===== src/sv/virtual_texture_page_cache_lru_core_macros.svh =====
// Assertion macros shared by the page cache RTL.
`ifndef VIRTUAL_TEXTURE_PAGE_CACHE_LRU_CORE_MACROS_SVH
`define VIRTUAL_TEXTURE_PAGE_CACHE_LRU_CORE_MACROS_SVH

// Consequent must hold in the same cycle as the antecedent.
`define VTPC_ASSERT_SAME(lbl, ante, cons, msg) \
    lbl: assert property (@(posedge clk) disable iff (!rst_n) (ante) |-> (cons)) \
        else $error(msg);

// Consequent must hold in the cycle after the antecedent.
`define VTPC_ASSERT_NEXT(lbl, ante, cons, msg) \
    lbl: assert property (@(posedge clk) disable iff (!rst_n) (ante) |=> (cons)) \
        else $error(msg);

`endif


===== src/sv/vtpc_pkg.sv =====
// Shared types, constants and helper functions of the page cache.
`timescale 1ns / 1ps
`default_nettype none

package vtpc_pkg;

    localparam int PAGE_BITS   = 6;
    localparam int KEY_BITS    = 2 * PAGE_BITS;
    localparam int MIP_BITS    = 4;
    localparam int SIDE_BITS   = 4;
    localparam int COORD_BITS  = 3;
    localparam int SLOT_BITS   = 6;
    localparam int SLOT_CAP    = 64;
    localparam int COUNT_BITS  = 7;
    localparam int STAMP_BITS  = 32;

    localparam logic [SIDE_BITS-1:0] MAX_SIDE   = 4'd8;
    localparam logic [SIDE_BITS-1:0] RESET_SIDE = 4'd8;

    typedef struct packed {
        logic [KEY_BITS-1:0]   pos;
        logic [MIP_BITS-1:0]   mip;
        logic [STAMP_BITS-1:0] stamp;
    } entry_t;

    typedef struct packed {
        logic                  hit;
        logic [SLOT_BITS-1:0]  hit_idx;
        logic [COORD_BITS-1:0] hit_col;
        logic [COORD_BITS-1:0] hit_row;
        logic [MIP_BITS-1:0]   hit_mip;
        logic                  lru_found;
        logic [SLOT_BITS-1:0]  lru_idx;
        logic [COORD_BITS-1:0] lru_col;
        logic [COORD_BITS-1:0] lru_row;
        logic [KEY_BITS-1:0]   lru_pos;
    } scan_result_t;

    // Clamp the programmed side length into the supported range.
    function automatic logic [SIDE_BITS-1:0] side_eff(input logic [SIDE_BITS-1:0] raw);
        logic [SIDE_BITS-1:0] s;
        if (raw == '0) begin
            s = 4'd1;
        end else if (raw > MAX_SIDE) begin
            s = MAX_SIDE;
        end else begin
            s = raw;
        end
        return s;
    endfunction

    // Number of physical slots for an effective side length.
    function automatic logic [COUNT_BITS-1:0] slot_count(input logic [SIDE_BITS-1:0] s);
        logic [COUNT_BITS-1:0] w;
        w = {{(COUNT_BITS-SIDE_BITS){1'b0}}, s};
        return COUNT_BITS'(w * w);
    endfunction

endpackage

`default_nettype wire


===== src/sv/vtpc_table.sv =====
// Slot table: valid bits in flip-flops and an entry memory with one write and one read port.
`timescale 1ns / 1ps
`default_nettype none

module vtpc_table (
    input  wire logic                          clk,
    input  wire logic                          rst_n,
    input  wire logic                          clear,
    input  wire logic                          wr_en,
    input  wire logic [vtpc_pkg::SLOT_BITS-1:0] wr_addr,
    input  wire vtpc_pkg::entry_t              wr_entry,
    input  wire logic [vtpc_pkg::SLOT_BITS-1:0] rd_addr,
    output vtpc_pkg::entry_t                   rd_entry,
    output logic                               rd_valid
);

    vtpc_pkg::entry_t slot_mem_reg [vtpc_pkg::SLOT_CAP];
    logic [vtpc_pkg::SLOT_CAP-1:0] valid_reg;
    logic [vtpc_pkg::SLOT_CAP-1:0] valid_next;
    vtpc_pkg::entry_t rd_entry_reg;
    logic rd_valid_reg;

    always_comb
    begin
        valid_next = valid_reg;
        if (clear) begin
            valid_next = '0;
        end else if (wr_en) begin
            valid_next[wr_addr] = 1'b1;
        end
    end

    always_ff @(posedge clk or negedge rst_n)
    begin
        if (!rst_n) begin
            valid_reg    <= '0;
            rd_valid_reg <= 1'b0;
        end else begin
            valid_reg    <= valid_next;
            rd_valid_reg <= valid_reg[rd_addr];
        end
    end

    // Entry memory: one write and one registered read per cycle.
    always_ff @(posedge clk)
    begin
        if (wr_en) begin
            slot_mem_reg[wr_addr] <= wr_entry;
        end
        rd_entry_reg <= slot_mem_reg[rd_addr];
    end

    assign rd_entry = rd_entry_reg;
    assign rd_valid = rd_valid_reg;

endmodule

`default_nettype wire


===== src/sv/vtpc_scan.sv =====
// Slot scanner: walks the table one slot per cycle, finding the hit and the LRU slot.
`timescale 1ns / 1ps
`default_nettype none

module vtpc_scan (
    input  wire logic                            clk,
    input  wire logic                            rst_n,
    input  wire logic                            go,
    input  wire logic [vtpc_pkg::SIDE_BITS-1:0]  side,
    input  wire logic [vtpc_pkg::COUNT_BITS-1:0] count,
    input  wire logic [vtpc_pkg::KEY_BITS-1:0]   key,
    output logic [vtpc_pkg::SLOT_BITS-1:0]       rd_addr,
    input  wire vtpc_pkg::entry_t                rd_entry,
    input  wire logic                            rd_valid,
    output logic                                 done,
    output vtpc_pkg::scan_result_t               result
);

    logic                              active_reg, active_next;
    logic [vtpc_pkg::COUNT_BITS-1:0]   idx_reg, idx_next;
    logic [vtpc_pkg::COORD_BITS-1:0]   col_reg, col_next;
    logic [vtpc_pkg::COORD_BITS-1:0]   row_reg, row_next;
    logic                              chk_reg;
    logic                              last_d_reg;
    logic [vtpc_pkg::SLOT_BITS-1:0]    idx_d_reg;
    logic [vtpc_pkg::COORD_BITS-1:0]   col_d_reg, row_d_reg;
    logic                              done_reg;
    vtpc_pkg::scan_result_t            res_reg, res_next;
    logic [vtpc_pkg::STAMP_BITS-1:0]   lru_stamp_reg, lru_stamp_next;
    logic                              is_last;
    logic                              col_wrap;

    assign is_last  = (idx_reg == count - 1'b1);
    assign col_wrap = ({1'b0, col_reg} == side - 1'b1);
    assign rd_addr  = idx_reg[vtpc_pkg::SLOT_BITS-1:0];

    // Issue side: one table address per cycle with its column and row.
    always_comb
    begin
        active_next = active_reg;
        idx_next    = idx_reg;
        col_next    = col_reg;
        row_next    = row_reg;
        if (go) begin
            active_next = 1'b1;
            idx_next    = '0;
            col_next    = '0;
            row_next    = '0;
        end else if (active_reg) begin
            idx_next = idx_reg + 1'b1;
            if (col_wrap) begin
                col_next = '0;
                row_next = row_reg + 1'b1;
            end else begin
                col_next = col_reg + 1'b1;
            end
            if (is_last) begin
                active_next = 1'b0;
            end
        end
    end

    // Check side: compare the returned entry; strict less-than keeps the lowest slot on ties.
    always_comb
    begin
        res_next       = res_reg;
        lru_stamp_next = lru_stamp_reg;
        if (go) begin
            res_next.hit       = 1'b0;
            res_next.lru_found = 1'b0;
        end else if (chk_reg && rd_valid) begin
            if (!res_reg.hit && (rd_entry.pos == key)) begin
                res_next.hit     = 1'b1;
                res_next.hit_idx = idx_d_reg;
                res_next.hit_col = col_d_reg;
                res_next.hit_row = row_d_reg;
                res_next.hit_mip = rd_entry.mip;
            end
            if (!res_reg.lru_found || (rd_entry.stamp < lru_stamp_reg)) begin
                res_next.lru_found = 1'b1;
                res_next.lru_idx   = idx_d_reg;
                res_next.lru_col   = col_d_reg;
                res_next.lru_row   = row_d_reg;
                res_next.lru_pos   = rd_entry.pos;
                lru_stamp_next     = rd_entry.stamp;
            end
        end
    end

    always_ff @(posedge clk or negedge rst_n)
    begin
        if (!rst_n) begin
            active_reg <= 1'b0;
            chk_reg    <= 1'b0;
            last_d_reg <= 1'b0;
            done_reg   <= 1'b0;
            res_reg    <= '0;
        end else begin
            active_reg <= active_next;
            chk_reg    <= active_reg && !go;
            last_d_reg <= active_reg && is_last;
            done_reg   <= chk_reg && last_d_reg;
            res_reg    <= res_next;
        end
    end

    always_ff @(posedge clk)
    begin
        idx_reg       <= idx_next;
        col_reg       <= col_next;
        row_reg       <= row_next;
        idx_d_reg     <= idx_reg[vtpc_pkg::SLOT_BITS-1:0];
        col_d_reg     <= col_reg;
        row_d_reg     <= row_reg;
        lru_stamp_reg <= lru_stamp_next;
    end

    assign done   = done_reg;
    assign result = res_reg;

endmodule

`default_nettype wire


===== src/sv/virtual_texture_page_cache_lru_core.sv =====
// Top level of the fully associative LRU page cache.
`timescale 1ns / 1ps
`default_nettype none

`include "virtual_texture_page_cache_lru_core_macros.svh"

// A page request (page_x, page_y, mip_level) is taken at a clock edge with start high and
// busy low. The block then scans every physical slot, one slot per cycle through the single
// read port of the slot table, and keeps busy high until the result is formed. slot_count,
// the number of slots scanned, is the square of the effective side length (64 slots at the
// reset side of 8). One result follows: done is high for exactly one cycle, and the result
// fields hold until the next one. The receiver cannot stall it, so it must capture the transfer
// when done is seen. A hit reports the resident slot and its stored mip level; a miss takes
// the next free slot, highest index first, and once the slots are used up it replaces the
// least recently used page, reporting the replaced page position on evicted_x/evicted_y.
// Writing slots_per_side over the cfg channel (taken only while idle) clears the cache at
// once; no clearing pass is needed because slot validity lives in flip-flops.
module virtual_texture_page_cache_lru_core (
    input  wire logic                            clk,
    input  wire logic                            rst_n,
    // request channel
    input  wire logic                            start,
    output logic                                 busy,
    input  wire logic [vtpc_pkg::PAGE_BITS-1:0]  page_x,
    input  wire logic [vtpc_pkg::PAGE_BITS-1:0]  page_y,
    input  wire logic [vtpc_pkg::MIP_BITS-1:0]   mip_level,
    // result strobe and fields
    output logic                                 done,
    output logic                                 hit,
    output logic [vtpc_pkg::COORD_BITS-1:0]      slot_x,
    output logic [vtpc_pkg::COORD_BITS-1:0]      slot_y,
    output logic [vtpc_pkg::MIP_BITS-1:0]        page_mip,
    output logic                                 evicted,
    output logic [vtpc_pkg::PAGE_BITS-1:0]       evicted_x,
    output logic [vtpc_pkg::PAGE_BITS-1:0]       evicted_y,
    // configuration write channel (slots_per_side)
    input  wire logic                            cfg_valid,
    output logic                                 cfg_ready,
    input  wire logic [vtpc_pkg::SIDE_BITS-1:0]  cfg_data
);

    localparam logic [1:0] ST_IDLE   = 2'd0;
    localparam logic [1:0] ST_SCAN   = 2'd1;
    localparam logic [1:0] ST_UPDATE = 2'd2;

    logic [1:0] state_reg, state_next;

    // Configuration and replacement bookkeeping.
    logic [vtpc_pkg::SIDE_BITS-1:0]   side_reg, side_next;
    logic [vtpc_pkg::COUNT_BITS-1:0]  free_left_reg, free_left_next;
    logic [vtpc_pkg::COORD_BITS-1:0]  free_col_reg, free_col_next;
    logic [vtpc_pkg::COORD_BITS-1:0]  free_row_reg, free_row_next;
    logic [vtpc_pkg::STAMP_BITS-1:0]  clock_reg, clock_next;

    // Request held for the length of the scan.
    logic [vtpc_pkg::KEY_BITS-1:0]    key_reg;
    logic [vtpc_pkg::MIP_BITS-1:0]    mip_reg;

    // Result registers.
    logic                             done_reg, done_next;
    logic                             hit_reg, hit_next;
    logic [vtpc_pkg::COORD_BITS-1:0]  slot_x_reg, slot_x_next;
    logic [vtpc_pkg::COORD_BITS-1:0]  slot_y_reg, slot_y_next;
    logic [vtpc_pkg::MIP_BITS-1:0]    page_mip_reg, page_mip_next;
    logic                             evicted_reg, evicted_next;
    logic [vtpc_pkg::PAGE_BITS-1:0]   evicted_x_reg, evicted_x_next;
    logic [vtpc_pkg::PAGE_BITS-1:0]   evicted_y_reg, evicted_y_next;

    logic                             req_take;
    logic                             cfg_take;
    logic [vtpc_pkg::SIDE_BITS-1:0]   side_w;
    logic [vtpc_pkg::SIDE_BITS-1:0]   cfg_side_w;
    logic [vtpc_pkg::COUNT_BITS-1:0]  count_w;

    logic                             wr_en;
    logic [vtpc_pkg::SLOT_BITS-1:0]   wr_addr;
    vtpc_pkg::entry_t                 wr_entry;
    logic [vtpc_pkg::SLOT_BITS-1:0]   rd_addr;
    vtpc_pkg::entry_t                 rd_entry;
    logic                             rd_valid;
    logic                             scan_done;
    vtpc_pkg::scan_result_t           scan_res;

    assign busy       = (state_reg != ST_IDLE);
    assign cfg_ready  = !busy;
    assign req_take   = start && !busy;
    assign cfg_take   = cfg_valid && cfg_ready;
    assign side_w     = vtpc_pkg::side_eff(side_reg);
    assign cfg_side_w = vtpc_pkg::side_eff(cfg_data);
    assign count_w    = vtpc_pkg::slot_count(side_w);

    vtpc_table u_table (
        .clk      (clk),
        .rst_n    (rst_n),
        .clear    (cfg_take),
        .wr_en    (wr_en),
        .wr_addr  (wr_addr),
        .wr_entry (wr_entry),
        .rd_addr  (rd_addr),
        .rd_entry (rd_entry),
        .rd_valid (rd_valid)
    );

    vtpc_scan u_scan (
        .clk      (clk),
        .rst_n    (rst_n),
        .go       (req_take),
        .side     (side_w),
        .count    (count_w),
        .key      (key_reg),
        .rd_addr  (rd_addr),
        .rd_entry (rd_entry),
        .rd_valid (rd_valid),
        .done     (scan_done),
        .result   (scan_res)
    );

    // Sequencer, table update and result formation.
    always_comb
    begin
        state_next     = state_reg;
        side_next      = side_reg;
        free_left_next = free_left_reg;
        free_col_next  = free_col_reg;
        free_row_next  = free_row_reg;
        clock_next     = clock_reg;
        done_next      = 1'b0;
        hit_next       = hit_reg;
        slot_x_next    = slot_x_reg;
        slot_y_next    = slot_y_reg;
        page_mip_next  = page_mip_reg;
        evicted_next   = evicted_reg;
        evicted_x_next = evicted_x_reg;
        evicted_y_next = evicted_y_reg;
        wr_en          = 1'b0;
        wr_addr        = '0;
        wr_entry.pos   = key_reg;
        wr_entry.mip   = mip_reg;
        wr_entry.stamp = clock_reg;

        unique case (state_reg)
            ST_IDLE:
            begin
                if (cfg_take) begin
                    // A new geometry empties the cache, as at reset.
                    side_next      = cfg_data;
                    free_left_next = vtpc_pkg::slot_count(cfg_side_w);
                    free_col_next  = vtpc_pkg::COORD_BITS'(cfg_side_w - 1'b1);
                    free_row_next  = vtpc_pkg::COORD_BITS'(cfg_side_w - 1'b1);
                    clock_next     = '0;
                end
                if (req_take) begin
                    // The stamp clock saturates so that old stamps never wrap past new ones.
                    // A side write in the same cycle has already restarted it from zero.
                    if (clock_next != '1) begin
                        clock_next = clock_next + 1'b1;
                    end
                    state_next = ST_SCAN;
                end
            end
            ST_SCAN:
            begin
                if (scan_done) begin
                    state_next = ST_UPDATE;
                end
            end
            ST_UPDATE:
            begin
                wr_en          = 1'b1;
                done_next      = 1'b1;
                evicted_next   = 1'b0;
                evicted_x_next = '0;
                evicted_y_next = '0;
                if (scan_res.hit) begin
                    // Hit: refresh the stamp only; the stored mip level is kept.
                    wr_addr        = scan_res.hit_idx;
                    wr_entry.mip   = scan_res.hit_mip;
                    hit_next       = 1'b1;
                    slot_x_next    = scan_res.hit_col;
                    slot_y_next    = scan_res.hit_row;
                    page_mip_next  = scan_res.hit_mip;
                end else begin
                    hit_next      = 1'b0;
                    page_mip_next = mip_reg;
                    if ((free_left_reg != '0) && (free_left_reg <= count_w)) begin
                        // Free slots go out from the highest index down; the column and row
                        // of the next free slot step down with the count.
                        wr_addr        = vtpc_pkg::SLOT_BITS'(free_left_reg - 1'b1);
                        slot_x_next    = free_col_reg;
                        slot_y_next    = free_row_reg;
                        free_left_next = free_left_reg - 1'b1;
                        if (free_col_reg == '0) begin
                            free_col_next = vtpc_pkg::COORD_BITS'(side_w - 1'b1);
                            free_row_next = free_row_reg - 1'b1;
                        end else begin
                            free_col_next = free_col_reg - 1'b1;
                        end
                    end else begin
                        free_left_next = '0;
                        if (scan_res.lru_found) begin
                            wr_addr        = scan_res.lru_idx;
                            slot_x_next    = scan_res.lru_col;
                            slot_y_next    = scan_res.lru_row;
                            evicted_next   = 1'b1;
                            evicted_x_next = scan_res.lru_pos[vtpc_pkg::PAGE_BITS-1:0];
                            evicted_y_next = scan_res.lru_pos[vtpc_pkg::KEY_BITS-1:
                                                              vtpc_pkg::PAGE_BITS];
                        end else begin
                            wr_addr     = '0;
                            slot_x_next = '0;
                            slot_y_next = '0;
                        end
                    end
                end
                state_next = ST_IDLE;
            end
            default:
            begin
                state_next = ST_IDLE;
            end
        endcase
    end

    always_ff @(posedge clk or negedge rst_n)
    begin
        if (!rst_n) begin
            state_reg     <= ST_IDLE;
            side_reg      <= vtpc_pkg::RESET_SIDE;
            free_left_reg <= vtpc_pkg::slot_count(vtpc_pkg::RESET_SIDE);
            free_col_reg  <= vtpc_pkg::COORD_BITS'(vtpc_pkg::RESET_SIDE - 1'b1);
            free_row_reg  <= vtpc_pkg::COORD_BITS'(vtpc_pkg::RESET_SIDE - 1'b1);
            clock_reg     <= '0;
            done_reg      <= 1'b0;
        end else begin
            state_reg     <= state_next;
            side_reg      <= side_next;
            free_left_reg <= free_left_next;
            free_col_reg  <= free_col_next;
            free_row_reg  <= free_row_next;
            clock_reg     <= clock_next;
            done_reg      <= done_next;
        end
    end

    always_ff @(posedge clk)
    begin
        if (req_take) begin
            key_reg <= {page_y, page_x};
            mip_reg <= mip_level;
        end
        hit_reg       <= hit_next;
        slot_x_reg    <= slot_x_next;
        slot_y_reg    <= slot_y_next;
        page_mip_reg  <= page_mip_next;
        evicted_reg   <= evicted_next;
        evicted_x_reg <= evicted_x_next;
        evicted_y_reg <= evicted_y_next;
    end

    assign done      = done_reg;
    assign hit       = hit_reg;
    assign slot_x    = slot_x_reg;
    assign slot_y    = slot_y_reg;
    assign page_mip  = page_mip_reg;
    assign evicted   = evicted_reg;
    assign evicted_x = evicted_x_reg;
    assign evicted_y = evicted_y_reg;

    // A hit never replaces a page.
    `VTPC_ASSERT_SAME(a_hit_no_evict, done, !(hit && evicted), "hit reported with eviction")
    // Replacement only happens once the free pool is exhausted.
    `VTPC_ASSERT_SAME(a_evict_pool_empty, done && evicted, free_left_reg == '0,
                      "eviction while free slots remain")
    // Without a replacement the evicted position reads as zero.
    `VTPC_ASSERT_SAME(a_evict_pos_zero, done && !evicted,
                      (evicted_x == '0) && (evicted_y == '0), "stale evicted position")
    // A taken request holds the block busy in the following cycle.
    `VTPC_ASSERT_NEXT(a_take_busy, start && !busy, busy, "request taken but block not busy")

endmodule

`default_nettype wire

===== config.mk =====
export PLATFORM = sky130hd
export DESIGN_NAME = virtual_texture_page_cache_lru_core
export DESIGN_NICKNAME = d
export VERILOG_FILES = /design/src/sv/vtpc_pkg.sv /design/src/sv/vtpc_table.sv /design/src/sv/vtpc_scan.sv /design/src/sv/virtual_texture_page_cache_lru_core.sv
export VERILOG_INCLUDE_DIRS = /design/src /design/src/sv
export SDC_FILE = /design/constraint.sdc
export NUM_CORES = 2
export LEC_CHECK = 0
export BUFFER_PORTS_ARGS = -buffer_cell sky130_fd_sc_hd__buf_4
export CAP_MARGIN = 25
export CORE_MARGIN = 1
export CORE_UTILIZATION = 55
export DETAILED_ROUTE_END_ITERATION = 10
export MAX_ROUTING_LAYER = met4
export PLACE_DENSITY = 0.8
export SLEW_MARGIN = 20
export SYNTH_ARGS = -nofsm -noshare
export SYNTH_HDL_FRONTEND = slang
export SYNTH_SLANG_ARGS = --single-unit

===== constraint.sdc =====
create_clock -name clk -period 7 [get_ports clk]
set_input_delay 0.7 -clock clk [delete_from_list [all_inputs] [get_ports clk]]
set_output_delay 0.7 -clock clk [all_outputs]
set_load 0.05 [all_outputs]

==> qor.csv <==
stage;metric;value;unit
route;initial DRC count;11500;
clock_tree;worst skew pair latency;0.98;ns
worst_setup_path;Critical Path Sink Type;flop;
hold_path;Worst Hold Launch;start;
timing;min cycle time layout;6.56;ns
yosys;mean post-synth cell area;23.1;um^2
worst_setup_path;Critical Path Start Type;flop;
power;LEAKAGE;48.6;nW
clock_tree;CTS buffer count;338;
yosys;Synth Warn #;0;
floorplanning;DIE HEIGHT;488;um
route;via count;66600;
route;DRC;0;
route;final wirelength;367;mm
power;peak supply drop;0.316;mV
clock_tree;CTS Hold Bufs;22;
worst_setup_path;Critical Path AT;7.19;ns
floorplanning;core footprint;0.235;mm^2
timing;fmax;152;MHz
timing;worst slew pin tran;1.10;ns
route;DR WL/cell;39.0;um
floorplanning;die area;0.239;mm^2
yosys;top-area cell type share of the netlist area;72.6;%
yosys;Netlist cell types;66;
route;Pre-antenna DRT Iters;8;
grt;vias in the first global route;65800;
place;HPWL after DPL;196;mm
yosys;Syn Std Cell Area;0.130;mm^2
floorplanning;Top Ports;51;
layout;area growth from synthesis to layout;13.3;%
yosys;Synth area leaders;edfxtp_1 73%, mux4_2 18%, dfrtp_1 3.0%, dfxtp_1 1.1%, clkbuf_1 0.64%;
worst_setup_path;critical path class;reg -> reg;
layout;NumNets Final;6070;
clock_tree;CTS H-tree depth;5;
worst_setup_path;worst setup path startpoint;side_reg[3];
yosys;#FFs+latches synth;3380;
timing;Fin Clk Skew;0.0523;ns
worst_setup_path;worst-case reg-to-reg path depth;15;
layout;share of cells above drive strength 1;30.7;%
timing;Hold Slack;0.200;ns
timing;unrepaired setup endpoints after global routing;no;
timing;final setup violation count;0;
worst_setup_path;critical path fanouts, max;11;
grt;largest net degree at the start of global routing;123;
clock_tree;clk root buf;clkbuf_16;
route;vias per std cell;7.07;
hold_path;Hold Crit Class;in -> reg;
yosys;Seq/Total Area, Yosys;76.8;%
route;Routed Antenna Nets;0;
clock_tree;CTS tree;yes;
floorplanning;initial core utilization;55.3;%
timing;Worst slew margin;26.8;%
yosys;Top FF cell, synth;edfxtp_1;
power;power density over cell area;382;mW/mm^2
clock_tree;maximum clock path buffer count;4;
run_status;outcome;finished clean;
layout;max reg flops;3072;
timing;Slew Viols, Final;0;
clock_tree;clk sinks;3380;
grt;gr usage total;32.2;%
yosys;Synth area leader;edfxtp_1;
yosys;number of enable flip-flop cells after synthesis;3144;
layout;Fillers;14600;
grt;first-pass GRT wire length;514;mm
hold_path;Worst Hold Path Cells;3;
timing;TNS Setup;0;ns
worst_setup_path;R2R Setup Slk;0.44;ns
hold_path;Hold Path Sink;state_reg[0];
floorplanning;Core Rows;178;
yosys;Async SR Flop Fraction;4.82;%
floorplanning;DIE WIDTH;488;um
grt;final global-route overflow total;0;
run;MaxCap Viol Count;0;
clock_tree;Reg clk slew, reported paths;0.06;ns
timing;period utilization;93.7;%
worst_setup_path;reg2reg end;u_table.slot_mem_reg[54][18];
worst_setup_path;CP Data Required Time;7.63;ns
yosys;Cells after Synth;5628;
grt;initial antenna violation count;34;
place;RePlAce Congestion;0.882;
place;IO Port Bufs;50;
clock_tree;Setup Fix Bufs, Post-CTS;0;
timing;Final Hold Violating Endpoints;0;
clock_tree;post-CTS sizing;0;
worst_setup_path;Reg-to-Reg Start;side_reg[3];
==> routing by layer <==
| layer | up-vias | share of wire [%] | GRT usage (%) |
|---|---|---|---|
| li1 | 24600 | - | - |
| met1 | 35000 | 33 | 40.5 |
| met2 | 5966 | 48 | 49.7 |
| met3 | 1037 | 13 | 8.30 |
| met4 | 0 | 5.6 | 14.2 |
| met5 | - | 0 | - |
==> Yosys cell counts, drive strengths merged, types with 7 or more instances <==
| cell | count |
|---|---|
| edfxtp | 3144 |
| mux4 | 1029 |
| clkbuf | 223 |
| dfrtp | 155 |
| nor2 | 150 |
| nand2 | 103 |
| dfxtp | 73 |
| buf | 69 |
| o21ai | 68 |
| a21o | 67 |
| ha | 58 |
| a21oi | 55 |
| inv | 54 |
| nand3 | 51 |
| xor2 | 47 |
| nand4 | 26 |
| nor3b | 26 |
| mux2 | 24 |
| and2 | 21 |
| xnor2 | 21 |
| a311o | 19 |
| and3 | 16 |
| nor3 | 12 |
| nor2b | 11 |
| o211ai | 10 |
| and4 | 9 |
| dfstp | 8 |
| a211oi | 7 |
| or3 | 7 |
==> final cells by class <==
class	count	area, um^2	share of cell area [%]
timing repair buffer	307	2990	2.03
clock inverter	164	1650	1.12
antenna	29	72.6	0.0492
sequential	3380	100000	67.8
tap	3150	3940	2.67
clock buffer	431	9150	6.21
inverter	54	203	0.138
multi-input combinational	1905	29400	19.9
==> logic make-up after synthesis <==
| group | after synthesis | synth area share (%) |
|---|---|---|
| AO/OA/AOI/OAI | 257 | 1.32 |
| XOR/XNOR | 69 | 0.477 |
| adder cells (fa/ha/maj) | 60 | 0.589 |
| buffers and inverters | 346 | 1.00 |
| flip-flops | 3380 | 76.8 |
| multiplexers | 1058 | 18.1 |
| other | 1 | 0.00288 |
| AND/OR/NAND/NOR | 457 | 1.73 |
==> placed cells by master (no fill, tap or decap), types with 50 or more instances in the layout <==
master     netlist  final
clkbuf_16        0    343
nor2_1         150     85
a21o_1          67     67
ha_1            58     58
a21oi_1         55     55
dfrtp_1        155    149
clkbuf_1       223     64
nand2_1        103    103
buf_4            0    234
buf_12           0     50
nor2_4           0     65
clkinv_1         0     52
inv_1           54     52
o21ai_0         66     66
edfxtp_1      3144   3144
dfxtp_1         73     67
clkinv_2         0     55
mux4_2        1029   1029
==> critical path, stage by stage, from the launching register on <==
cell and delay [ns]:
dfstp_2 0.56, inv_1 0.08, o21ai_1 0.37, inv_1 0.20
ha_1 0.27, fa_1 0.66, inv_1 0.08, ha_1 0.29
nand3_1 0.13, nor2_1 0.18, a211oi_2 0.11, o21ai_1 0.74
a221oi_1 0.41, or4_1 1.05, nor2_4 0.88, buf_12 0.23
==> metrics by stage <==
stage	setup slack [ns]	util (%)	instances	total power, mW	cell area (um^2)
floorplan	0.473	-	5631	32.4	130000
global placement	0.768	57.9	8773	37.8	136000
detailed placement	0.669	57.9	8773	38.0	136000
CTS	0.572	62.6	9390	56.2	147000
global route	0.106	62.7	9415	57.5	147000
finish	0.438	62.7	9420	56.3	147000
==> power by group <==
group,internal (mW),leakage (nW),switching (mW)
Sequential,22.5,32.2,0.722
Clock,10.4,5.29,7.66
Combinational,6.40,11.1,8.66
Total,39.3,48.6,17.0
==> worst max path at each step <==
stage          slack [ns]                            to
6_report             0.44  u_table.slot_mem_reg[54][18]
5_1_grt              0.11  u_table.slot_mem_reg[54][18]
4_1_cts              0.57  u_table.slot_mem_reg[54][18]
3_5_place_dp         0.67  u_table.slot_mem_reg[54][45]
3_3_place_gp         0.77  u_table.slot_mem_reg[54][45]
2_1_floorplan        0.47   u_table.slot_mem_reg[60][0]
(Power assumes the default switching activity.)
